===== src/sv/nrpa_pkg.sv =====
// Shared types and constants for the nearest reference point attractor.
// Used by the search cells, the best-distance tracker, the result unit and the top level.
package nrpa_pkg;

  localparam int CoordW = 24;
  localparam int DiffW  = 25;
  localparam int SqW    = 48;
  localparam int GainW  = 16;
  localparam int ProdW  = DiffW + GainW;
  localparam int CompW  = 3;
  localparam int IdxW   = 8;

  localparam logic signed [GainW-1:0] GAIN_RESET = 16'sd256;
  localparam logic signed [CoordW-1:0] SAT_HI = 24'sh7FFFFF;
  localparam logic signed [CoordW-1:0] SAT_LO = 24'sh800000;

  typedef enum logic [1:0] {
    CMD_LOAD  = 2'd0,
    CMD_QUERY = 2'd1,
    CMD_CLEAR = 2'd2
  } cmd_t;

  // Marker bits of a token travelling along the cell chain.
  typedef struct packed {
    logic vld;
    logic fetch;
    logic last;
  } ctl_t;

  // One axis of the result vector handed to the output unit.
  typedef struct packed {
    logic                    vld;
    logic [CompW-1:0]        comp;
    logic signed [DiffW-1:0] diff;
    logic [IdxW-1:0]         nearest;
    logic                    empty;
    logic                    last;
  } emit_req_t;

endpackage


===== src/sv/nrpa_best.sv =====
// Tracker at the end of the cell chain that keeps the smallest distance seen.
// Depends on nrpa_pkg for the token markers.
module nrpa_best #(
  parameter int IW = 8,
  parameter int SW = 50
) (
  input  logic           clk,
  input  logic           rst_n,
  input  nrpa_pkg::ctl_t ctl_i,
  input  logic [IW-1:0]  addr_i,
  input  logic [SW-1:0]  sum_i,
  output logic [IW-1:0]  best_idx_o,
  output logic           done_o
);
  import nrpa_pkg::*;

  logic [SW-1:0] best_sum_r;
  logic [IW-1:0] best_idx_r;
  logic          done_r;
  logic          take;

  // The scan always starts at point zero, and only a strictly smaller
  // distance replaces the holder, so the lowest index wins a tie.
  assign take = ctl_i.vld && !ctl_i.fetch && ((addr_i == '0) || (sum_i < best_sum_r));

  always_ff @(posedge clk) begin
    if (take) begin
      best_sum_r <= sum_i;
    end
  end

  always_ff @(posedge clk) begin
    if (!rst_n) begin
      best_idx_r <= '0;
      done_r     <= 1'b0;
    end else begin
      if (take) begin
        best_idx_r <= addr_i;
      end
      done_r <= ctl_i.vld && !ctl_i.fetch && ctl_i.last;
    end
  end

  assign best_idx_o = best_idx_r;
  assign done_o     = done_r;

endmodule


===== config.mk =====
export PLATFORM = sky130hd
export DESIGN_NAME = nrpa_best
export DESIGN_NICKNAME = d
export VERILOG_FILES = /design/src/sv/nrpa_pkg.sv /design/src/sv/nrpa_best.sv
export SDC_FILE = /design/constraint.sdc
export NUM_CORES = 1
export LEC_CHECK = 0
export BUFFER_PORTS_ARGS = -buffer_cell sky130_fd_sc_hd__buf_4
export CAP_MARGIN = 20
export CORE_ASPECT_RATIO = 0.8
export CORE_MARGIN = 2
export CORE_UTILIZATION = 55
export DETAILED_ROUTE_END_ITERATION = 8
export PLACE_DENSITY = 0.81
export SYNTH_ARGS = -nofsm -noshare
export SYNTH_HDL_FRONTEND = slang
export SYNTH_SLANG_ARGS = --single-unit

===== constraint.sdc =====
create_clock -name clk -period 6.25 [get_ports clk]
set_clock_uncertainty 0.2 [all_clocks]
set_input_delay 1.25 -clock clk [delete_from_list [all_inputs] [get_ports clk]]
set_output_delay 1.25 -clock clk [all_outputs]
set_load 0.02 [all_outputs]

==> results.ini <==
[clock_tree]
clkLatencyLatePin_ps=340
holdBufCountCts=0
cts-resized-gates=0
cts_setup_buffers=0
h-tree-depth=3
cts_root_buf=clkbuf_8
clk_pin_slew_worst_paths_ps=60
tritoncts=done
cts_made_buffers=9
cts.path.max_buffers=2
cts.sinks=59

[drt]
wirelength_um=6100
first_iter_violations=138
wire_per_inst_um=14.1
num_vias=2184
postRouteAntennaNets=0
via_per_inst=5.03
dr.pass1.iters=4
drc=0

[critical_path]
critPathSlowestCell=nand2b_2
cp_top_family=compound AO/OA/AOI/OAI gates
critPathCaptureType=flip-flop
path_max_fanout=26
cpMostUsedCell=buf_4
start_kind=primary input
path_class=primary input to flip-flop
worstPathRequired_ps=6060
path_cells=buf_4 > ha_1 > a21oi_1 > o21ai_1 > a221oi_1 > o211ai_2 > nor4_2 > buf_4 > nand2b_2 > buf_4
worstPathArrival_ps=4130
max_stage_delay_ps=560
path_buf_inv=3

[synth]
synth-compound-area-share_pct=7.14
synth_cells=270
synth_fp_nets=382
synthAdderAreaFrac_pct=19.4
synth-seq-cells=59
yosys.area_share.simple_pct=11.1
synthMuxAreaShare_pct=2.54
synth_top_area_share_pct=47.6
synthTopCellsByArea=edfxtp_1 48%, ha_1 19%, inv_1 5.8%
synthXorXnorAreaFrac_pct=0
synth-edff-count=50
ys_async_sr_fraction_pct=0
synth_ff_type=edfxtp_1
synth_cell_type_count=33
yosysTopAreaCell=edfxtp_1
seq_area_frac_synth_pct=53.3
synth_top_family_by_area=adder cells
syn_avg_cell_area_um2=11.7
ys_warn_count=0
netlist_area_mm2=0.00315

[global_route]
grt_overflow_total=0
grt_max_degree=27
first_global_vias=2213
track_usage_pct=21.2
grt_pass1_wl_um=10100
antenna_found_initial=0

[timing]
min_period_over_period_pct=69.1
final_hold_viol_count=0
rsz0062_at_grt=no
setup_viol=0
fin_setup_tns_ps=0
tightest_slew_ps=640
period_needed_ps=4320
maxSlewHeadroom_pct=57.3
whs_ps=260
finalMaxSlewViolations=0
fmax_mhz=231

[power]
p_leak_uw=0.00186
vdd_drop_max_uv=164
p_per_area_mw_per_mm2=240
total_power_uw=965

[floorplanning]
dieArea_mm2=0.00636
core-area_mm2=0.00550
initial_utilization_pct=57.4
die-height_um=71.7
die_x_um=88.7
io_pins=72
rows=24

[status]
status=finished clean

[layout]
drive_gt1_share_pct=27.0
post-route-util_pct=73.1
area_growth_pct=27.4
finish.instance_area_mm2=0.00402
num-nets-final=463
num-fill-cells=428
antenna_cells=0

[hold_path]
hold_class=flip-flop to flip-flop

[placed_design]
io_buffers=71
gp_congestion=0.764
dp_hpwl_um=4730
dpl_cell_area_mm2=0.00379

[job]
maxCapViolations=0

==> metrics by stage <==
step           cells  setup slack [ps]
4_1_cts          434              1930
5_1_grt          434              1780
2_1_floorplan    270              1670
3_3_place_gp     418              1740
3_5_place_dp     418              1660
6_report         434              1930
==> state kept, by name (all words and copies together), names as in the netlist <==
name        cells
done_o          1
best_idx_o      8
best_sum_r     50
==> worst register-to-register path, cell delays in order (launching register included) <==
cell,delay (ps)
edfxtp_1,380
inv_1,70
ha_1,250
a21oi_1,150
o21ai_1,90
a221oi_1,480
o211ai_2,160
nor4_2,300
buf_4,240
nand2b_2,560
buf_4,450
==> synth_stat cells, types with 3 or more instances <==
cell	number
a21o_1	3
a21oi_1	21
and4_1	3
dfxtp_1	9
edfxtp_1	50
ha_1	49
inv_1	49
mux2i_1	8
nand2_1	26
nand2b_1	4
nand3_1	6
nand4_1	7
nor3_1	3
nor4_1	4
o21ai_0	4
o21ai_1	3
==> cell type report <==
class / instances / area, um2 / share of cell area, %
Clock buffer: 12 / 155 / 3.86
Clock inverter: 4 / 72.6 / 1.81
Multi-Input combinational cell: 159 / 1280 / 31.8
Timing Repair Buffer: 73 / 548 / 13.6
Tap cell: 78 / 97.6 / 2.43
Inverter: 49 / 184 / 4.58
Sequential cell: 59 / 1680 / 41.9
==> placed cells by master, fill, tap and decap left out, types with 4 or more instances in the layout <==
| cell | instances |
|---|---|
| ha_1 | 49 |
| inv_1 | 49 |
| nand2_1 | 26 |
| nand3_1 | 6 |
| edfxtp_1 | 50 |
| o21ai_0 | 4 |
| a21oi_1 | 21 |
| dfxtp_1 | 9 |
| mux2i_1 | 8 |
| nand4_1 | 7 |
| clkbuf_8 | 11 |
| buf_4 | 73 |
==> final timing paths <==
check	depth (start not counted)	end	from	slack, ps
worst max register to register	10	best_sum_r[45]	best_sum_r[13]	2580
worst min-delay path	2	best_idx_o[7]	best_idx_o[7]	260
worst max-delay path	10	best_sum_r[45]	sum_i[13]	1930
worst min register to register	2	best_idx_o[7]	best_idx_o[7]	260
==> layer usage <==
layer / share of wire [%] / global-route usage [%]
met5: 0 / 0
met4: 0.41 / 4.71
met3: 6.1 / 7.60
met2: 46 / 32.6
met1: 47 / 29.0
==> where the power goes <==
group / internal (uW) / switching [uW] / total, uW / leakage (uW)
Sequential: 446 / 4.99 / 451 / 0.000534
Combinational: 59.1 / 61.1 / 120 / 0.00122
Clock: 246 / 149 / 394 / 0.000113
==> logic make-up after synthesis <==
| kind of cell | Yosys count |
|---|---|
| muxes | 8 |
| adders and majority gates | 49 |
| buffers and inverters | 52 |
| AOI/OAI and AO/OA | 38 |
| DFF | 59 |
| and+or+nand+nor | 64 |
Note: power is estimated with default switching activity, not from simulation.
