`src/sv/nrpa_pkg.sv`:
```
// Shared types and constants for the nearest reference point attractor.
// Used by the search cells, the best-distance tracker, the result unit and the top level.
package nrpa_pkg;

  localparam int CoordW = 24;
  localparam int DiffW  = 25;
  localparam int SqW    = 48;
  localparam int GainW  = 16;
  localparam int ProdW  = DiffW + GainW;
  localparam int CompW  = 3;
  localparam int IdxW   = 8;

  localparam logic signed [GainW-1:0] GAIN_RESET = 16'sd256;
  localparam logic signed [CoordW-1:0] SAT_HI = 24'sh7FFFFF;
  localparam logic signed [CoordW-1:0] SAT_LO = 24'sh800000;

  typedef enum logic [1:0] {
    CMD_LOAD  = 2'd0,
    CMD_QUERY = 2'd1,
    CMD_CLEAR = 2'd2
  } cmd_t;

  // Marker bits of a token travelling along the cell chain.
  typedef struct packed {
    logic vld;
    logic fetch;
    logic last;
  } ctl_t;

  // One axis of the result vector handed to the output unit.
  typedef struct packed {
    logic                    vld;
    logic [CompW-1:0]        comp;
    logic signed [DiffW-1:0] diff;
    logic [IdxW-1:0]         nearest;
    logic                    empty;
    logic                    last;
  } emit_req_t;

endpackage

```
`src/sv/nrpa_emit.sv`:
```
// Result unit: scales one axis difference by the gain, rounds, saturates and
// holds the result in the output register. Depends on nrpa_pkg.
module nrpa_emit (
  input  logic                                clk,
  input  logic                                rst_n,
  input  nrpa_pkg::emit_req_t                 req,
  output logic                                req_ready,
  input  logic signed [nrpa_pkg::GainW-1:0]   gain,
  output logic                                out_tvalid,
  input  logic                                out_tready,
  output logic [39:0]                         out_tdata,  // out_component, attract_value, nearest_index
  output logic                                out_tuser,  // table_empty
  output logic                                out_tlast   // last_result
);
  import nrpa_pkg::*;

  logic                    p_vld_r;
  logic signed [ProdW-1:0] p_prod_r;
  logic [CompW-1:0]        p_comp_r;
  logic [IdxW-1:0]         p_near_r;
  logic                    p_empty_r;
  logic                    p_last_r;

  logic                     o_vld_r;
  logic [CompW-1:0]         o_comp_r;
  logic signed [CoordW-1:0] o_val_r;
  logic [IdxW-1:0]          o_near_r;
  logic                     o_empty_r;
  logic                     o_last_r;

  logic                      o_free;
  logic                      p_move;
  logic                      p_load;
  logic signed [ProdW:0]     rsum;
  logic signed [ProdW-8:0]   rsh;
  logic signed [CoordW-1:0]  sat_val;

  assign o_free    = !o_vld_r || out_tready;
  assign p_move    = p_vld_r && o_free;
  assign req_ready = !p_vld_r || p_move;
  assign p_load    = req.vld && req_ready;

  // Adding half an LSB before the arithmetic shift rounds halves upwards.
  assign rsum = (ProdW+1)'(p_prod_r) + (ProdW+1)'(128);
  assign rsh  = rsum[ProdW:8];

  always_comb begin
    if (p_empty_r) begin
      sat_val = '0;
    end else if (rsh > (ProdW-7)'(SAT_HI)) begin
      sat_val = SAT_HI;
    end else if (rsh < (ProdW-7)'(SAT_LO)) begin
      sat_val = SAT_LO;
    end else begin
      sat_val = rsh[CoordW-1:0];
    end
  end

  always_ff @(posedge clk) begin
    if (p_load) begin
      p_prod_r  <= ProdW'(req.diff) * ProdW'(gain);
      p_comp_r  <= req.comp;
      p_near_r  <= req.nearest;
      p_empty_r <= req.empty;
      p_last_r  <= req.last;
    end
    if (p_move) begin
      o_comp_r  <= p_comp_r;
      o_val_r   <= sat_val;
      o_near_r  <= p_near_r;
      o_empty_r <= p_empty_r;
      o_last_r  <= p_last_r;
    end
  end

  always_ff @(posedge clk) begin
    if (!rst_n) begin
      p_vld_r <= 1'b0;
      o_vld_r <= 1'b0;
    end else begin
      if (p_load) begin
        p_vld_r <= 1'b1;
      end else if (p_move) begin
        p_vld_r <= 1'b0;
      end
      if (p_move) begin
        o_vld_r <= 1'b1;
      end else if (out_tready) begin
        o_vld_r <= 1'b0;
      end
    end
  end

  assign out_tvalid = o_vld_r;
  assign out_tdata  = {5'b0, o_near_r, o_val_r, o_comp_r};
  assign out_tuser  = o_empty_r;
  assign out_tlast  = o_last_r;

endmodule
```
`config.mk`:
```
export PLATFORM = sky130hd
export DESIGN_NAME = nrpa_emit
export DESIGN_NICKNAME = d
export VERILOG_FILES = /design/src/sv/nrpa_pkg.sv /design/src/sv/nrpa_emit.sv
export SDC_FILE = /design/constraint.sdc
export NUM_CORES = 1
export LEC_CHECK = 0
export BUFFER_PORTS_ARGS = -buffer_cell sky130_fd_sc_hd__buf_2
export CORE_UTILIZATION = 40
export CTS_CLUSTER_DIAMETER = 50
export DETAILED_ROUTE_END_ITERATION = 10
export GPL_TIMING_DRIVEN = 0
export HOLD_SLACK_MARGIN = 0.06
export SYNTH_ARGS = -nofsm -noshare
export SYNTH_HDL_FRONTEND = slang
export SYNTH_SLANG_ARGS = --single-unit
```
`constraint.sdc`:
```
create_clock -name clk -period 11.9 [get_ports clk]
set_input_delay 1.19 -clock clk [delete_from_list [all_inputs] [get_ports clk]]
set_output_delay 1.19 -clock clk [all_outputs]
set_load 0.005 [all_outputs]
```
==> impl_metrics.py <==
metrics = {
    "routing": {
        "wl_per_cell_microns": 18.2,
        "viasPerCell": 4.91,
        "first_pass_iters": 5,
        "antenna_left": 0,
        "drtIter0Drc": 707,
        "drc": 0,
        "wirelength_microns": 46100,
        "vias": 12400,
    },
    "timing": {
        "setup_viol": 0,
        "layout_setup_ws_ns": 3.97,
        "drv_slew": 0,
        "fin_worst_skew_ns": 0.00528,
        "fin_crit_sh": 0.667,
        "hold_viol_final": 0,
        "finalSetupTns_ns": 0,
        "fin_crit_ns": 7.93,
        "grt_setup_unrepaired": "no",
        "timing.fmax_mhz": 126,
        "maxSlewHeadroom": 0.487,
        "max_slew.worst_pin.slew_ns": 0.769,
    },
    "run_status": {
        "status": "completed",
    },
    "cells_and_area": {
        "fin_nets": 2481,
        "fin_util": 0.443,
        "areaGrowthSynthToFinish_pct": 8.72,
        "final_area_sq_um": 19200,
        "diodes": 0,
        "drive_above_1_share": 0.0777,
    },
    "clock_tree": {
        "cts_hold_repair.buffers": 0,
        "cts.clk_slew.worst_paths_ns": 0.06,
        "cts_buffer_depth": 2,
        "clkLatencyLatePin_ns": 0.34,
        "cts_tree": "built",
        "cts_sinks": 86,
        "cts_buffers": 9,
        "ctsRootBufferMaster": "clkbuf_16",
        "cts_setup_buffers": 0,
        "post_cts_resized": 0,
        "htreeDepth": 3,
    },
    "setup_path": {
        "cp_top_family": "adder cells",
        "crit_type": "in -> reg",
        "cp_slowest_cell": "fa_1",
        "cp.buffers_inverters": 7,
        "slowest_delay_ns": 0.66,
        "critPathLaunchType": "input pin",
        "path_max_fanout": 10,
        "r2r_start": "p_prod_r[8]$_DFFE_PP_",
        "cp-startpoint": "gain[8]",
        "path_cells": "clkbuf_1, clkbuf_1, nand2_1, fa_1, inv_1, fa_1, inv_1, fa_1, inv_1, fa_1, fa_1, inv_1, fa_1, inv_1, ha_1, nand4_1, nor3_1, a21bo_1, a31o_2, or4_1, o2111ai_1, a31oi_1, xor2_1",
        "cp_data_required_time_ns": 11.96,
        "cp_common_cell": "fa_1",
        "arrival_ns": 7.99,
        "setup.worst_path.end_class": "register",
    },
    "yosys": {
        "synthFlopType": "edfxtp_1",
        "synth_most_common_cell": "inv_1",
        "synthArstFlopShare": 0,
        "yosysWarnings": 0,
        "syn-cell-area_sq_um": 17700,
        "avgSynthCellArea_sq_um": 9.67,
        "netlist_top_cells_area": "fa_1, edfxtp_1, inv_1, ha_1, and2_1",
        "ys_seq_area_frac": 0.145,
        "yosys.area.top_type": "fa_1",
        "synthDistinctLibCells": 65,
        "synthCells": 1828,
        "synth_edf_count": 84,
        "synth_common_cells": "inv_1, fa_1, nand2_1",
        "ys_seq_elements": 86,
        "synth_top_cell_area_share": 0.438,
    },
    "die": {
        "rows": 76,
        "initial_core_util": 0.408,
        "fp.dieW_microns": 212,
        "fp.dieH_microns": 212,
        "die_area_sq_um": 45000,
        "coreArea_sq_um": 43400,
        "io_pins": 102,
    },
    "placed_design": {
        "gp_congestion": 0.966,
        "dp_hpwl_microns": 39400,
        "port_buffers": 93,
        "pre_cts_ws_ns": 3.65,
        "placed_area_sq_um": 18900,
    },
    "global_routing": {
        "antenna_found_initial": 2,
        "grt_start_max_net_pins": 38,
        "grt_overflow": 0,
        "grt_usage": 0.220,
        "grt_pass1_wl_microns": 74300,
        "grt_pass1_vias": 13500,
    },
    "min_path": {
        "hp-start": "p_comp_r[2]$_DFFE_PP_",
        "min_path_type": "reg -> reg",
    },
    "job": {
        "maxCapViolations": 0,
    },
}
## routing by layer
metal	track usage	up-vias	part of all wire	wire length, microns
li1	-	5615	-	-
met1	0.306	6297	0.45	20600
met2	0.356	426	0.45	21000
met3	0.0381	67	0.078	3610
met4	0.0506	0	0.020	919
met5	0	-	0	0
## cell families (layout without fill, tap and decap cells)
| family | Yosys count | after routing | share of synthesized area |
|---|---|---|---|
| simple gates | 541 | 541 | 0.153 |
| xor+xnor | 67 | 67 | 0.0332 |
| mux | 3 | 3 | 0.00177 |
| buf+inv | 537 | 648 | 0.117 |
| other cells | 1 | 5 | 0.000212 |
| fa+ha+maj | 485 | 485 | 0.508 |
| compound gates | 108 | 108 | 0.0425 |
| flops | 86 | 86 | 0.145 |
## final timing paths
path                                    end  slack, ns  cells past startpoint
setup / recovery     p_prod_r[40]$_DFFE_PP_       3.97                     23
hold / removal        o_comp_r[2]$_DFFE_PP_       0.42                      0
setup reg to reg  o_val_r[15]$_SDFFCE_PP0P_       9.04                     11
hold reg to reg       o_comp_r[2]$_DFFE_PP_       0.42                      0
## cell usage in the layout, fill, tap and decap left out, types with 38 or more instances in the layout
cell	instances
inv_1	465
fa_1	387
nand2_1	243
and2_1	161
ha_1	98
buf_2	94
edfxtp_1	84
clkbuf_1	61
nor2_1	52
xnor2_1	38
## area by class of cell
type	count	area [sq um]
clock inverters	7	55.1
inverters	465	1750
multi-input cells	1209	13100
plain buffers	72	320
fillers	4299	24100
repair buffers	95	505
flip-flops and latches	86	2560
well taps	585	732
clock buffers	9	225
## through the flow
stage               cells  hold slack, ns
floorplan            1832           0.400
global placement     2510           0.401
detailed placement   2512           0.406
CTS                  2528           0.421
global route         2528           0.427
finish               2528           0.420
## state kept, by name, summed over array words and instances, names as in the netlist
name        count
p_prod_r       34
o_val_r        24
o_near_r        8
p_near_r        8
o_comp_r        3
p_comp_r        3
out_tlast       1
out_tuser       1
out_tvalid      1
p_empty_r       1
p_last_r        1
p_vld_r         1
Power is not shown: default switching activity piles up to over one toggle a cycle in this logic, so the estimate is an artifact.
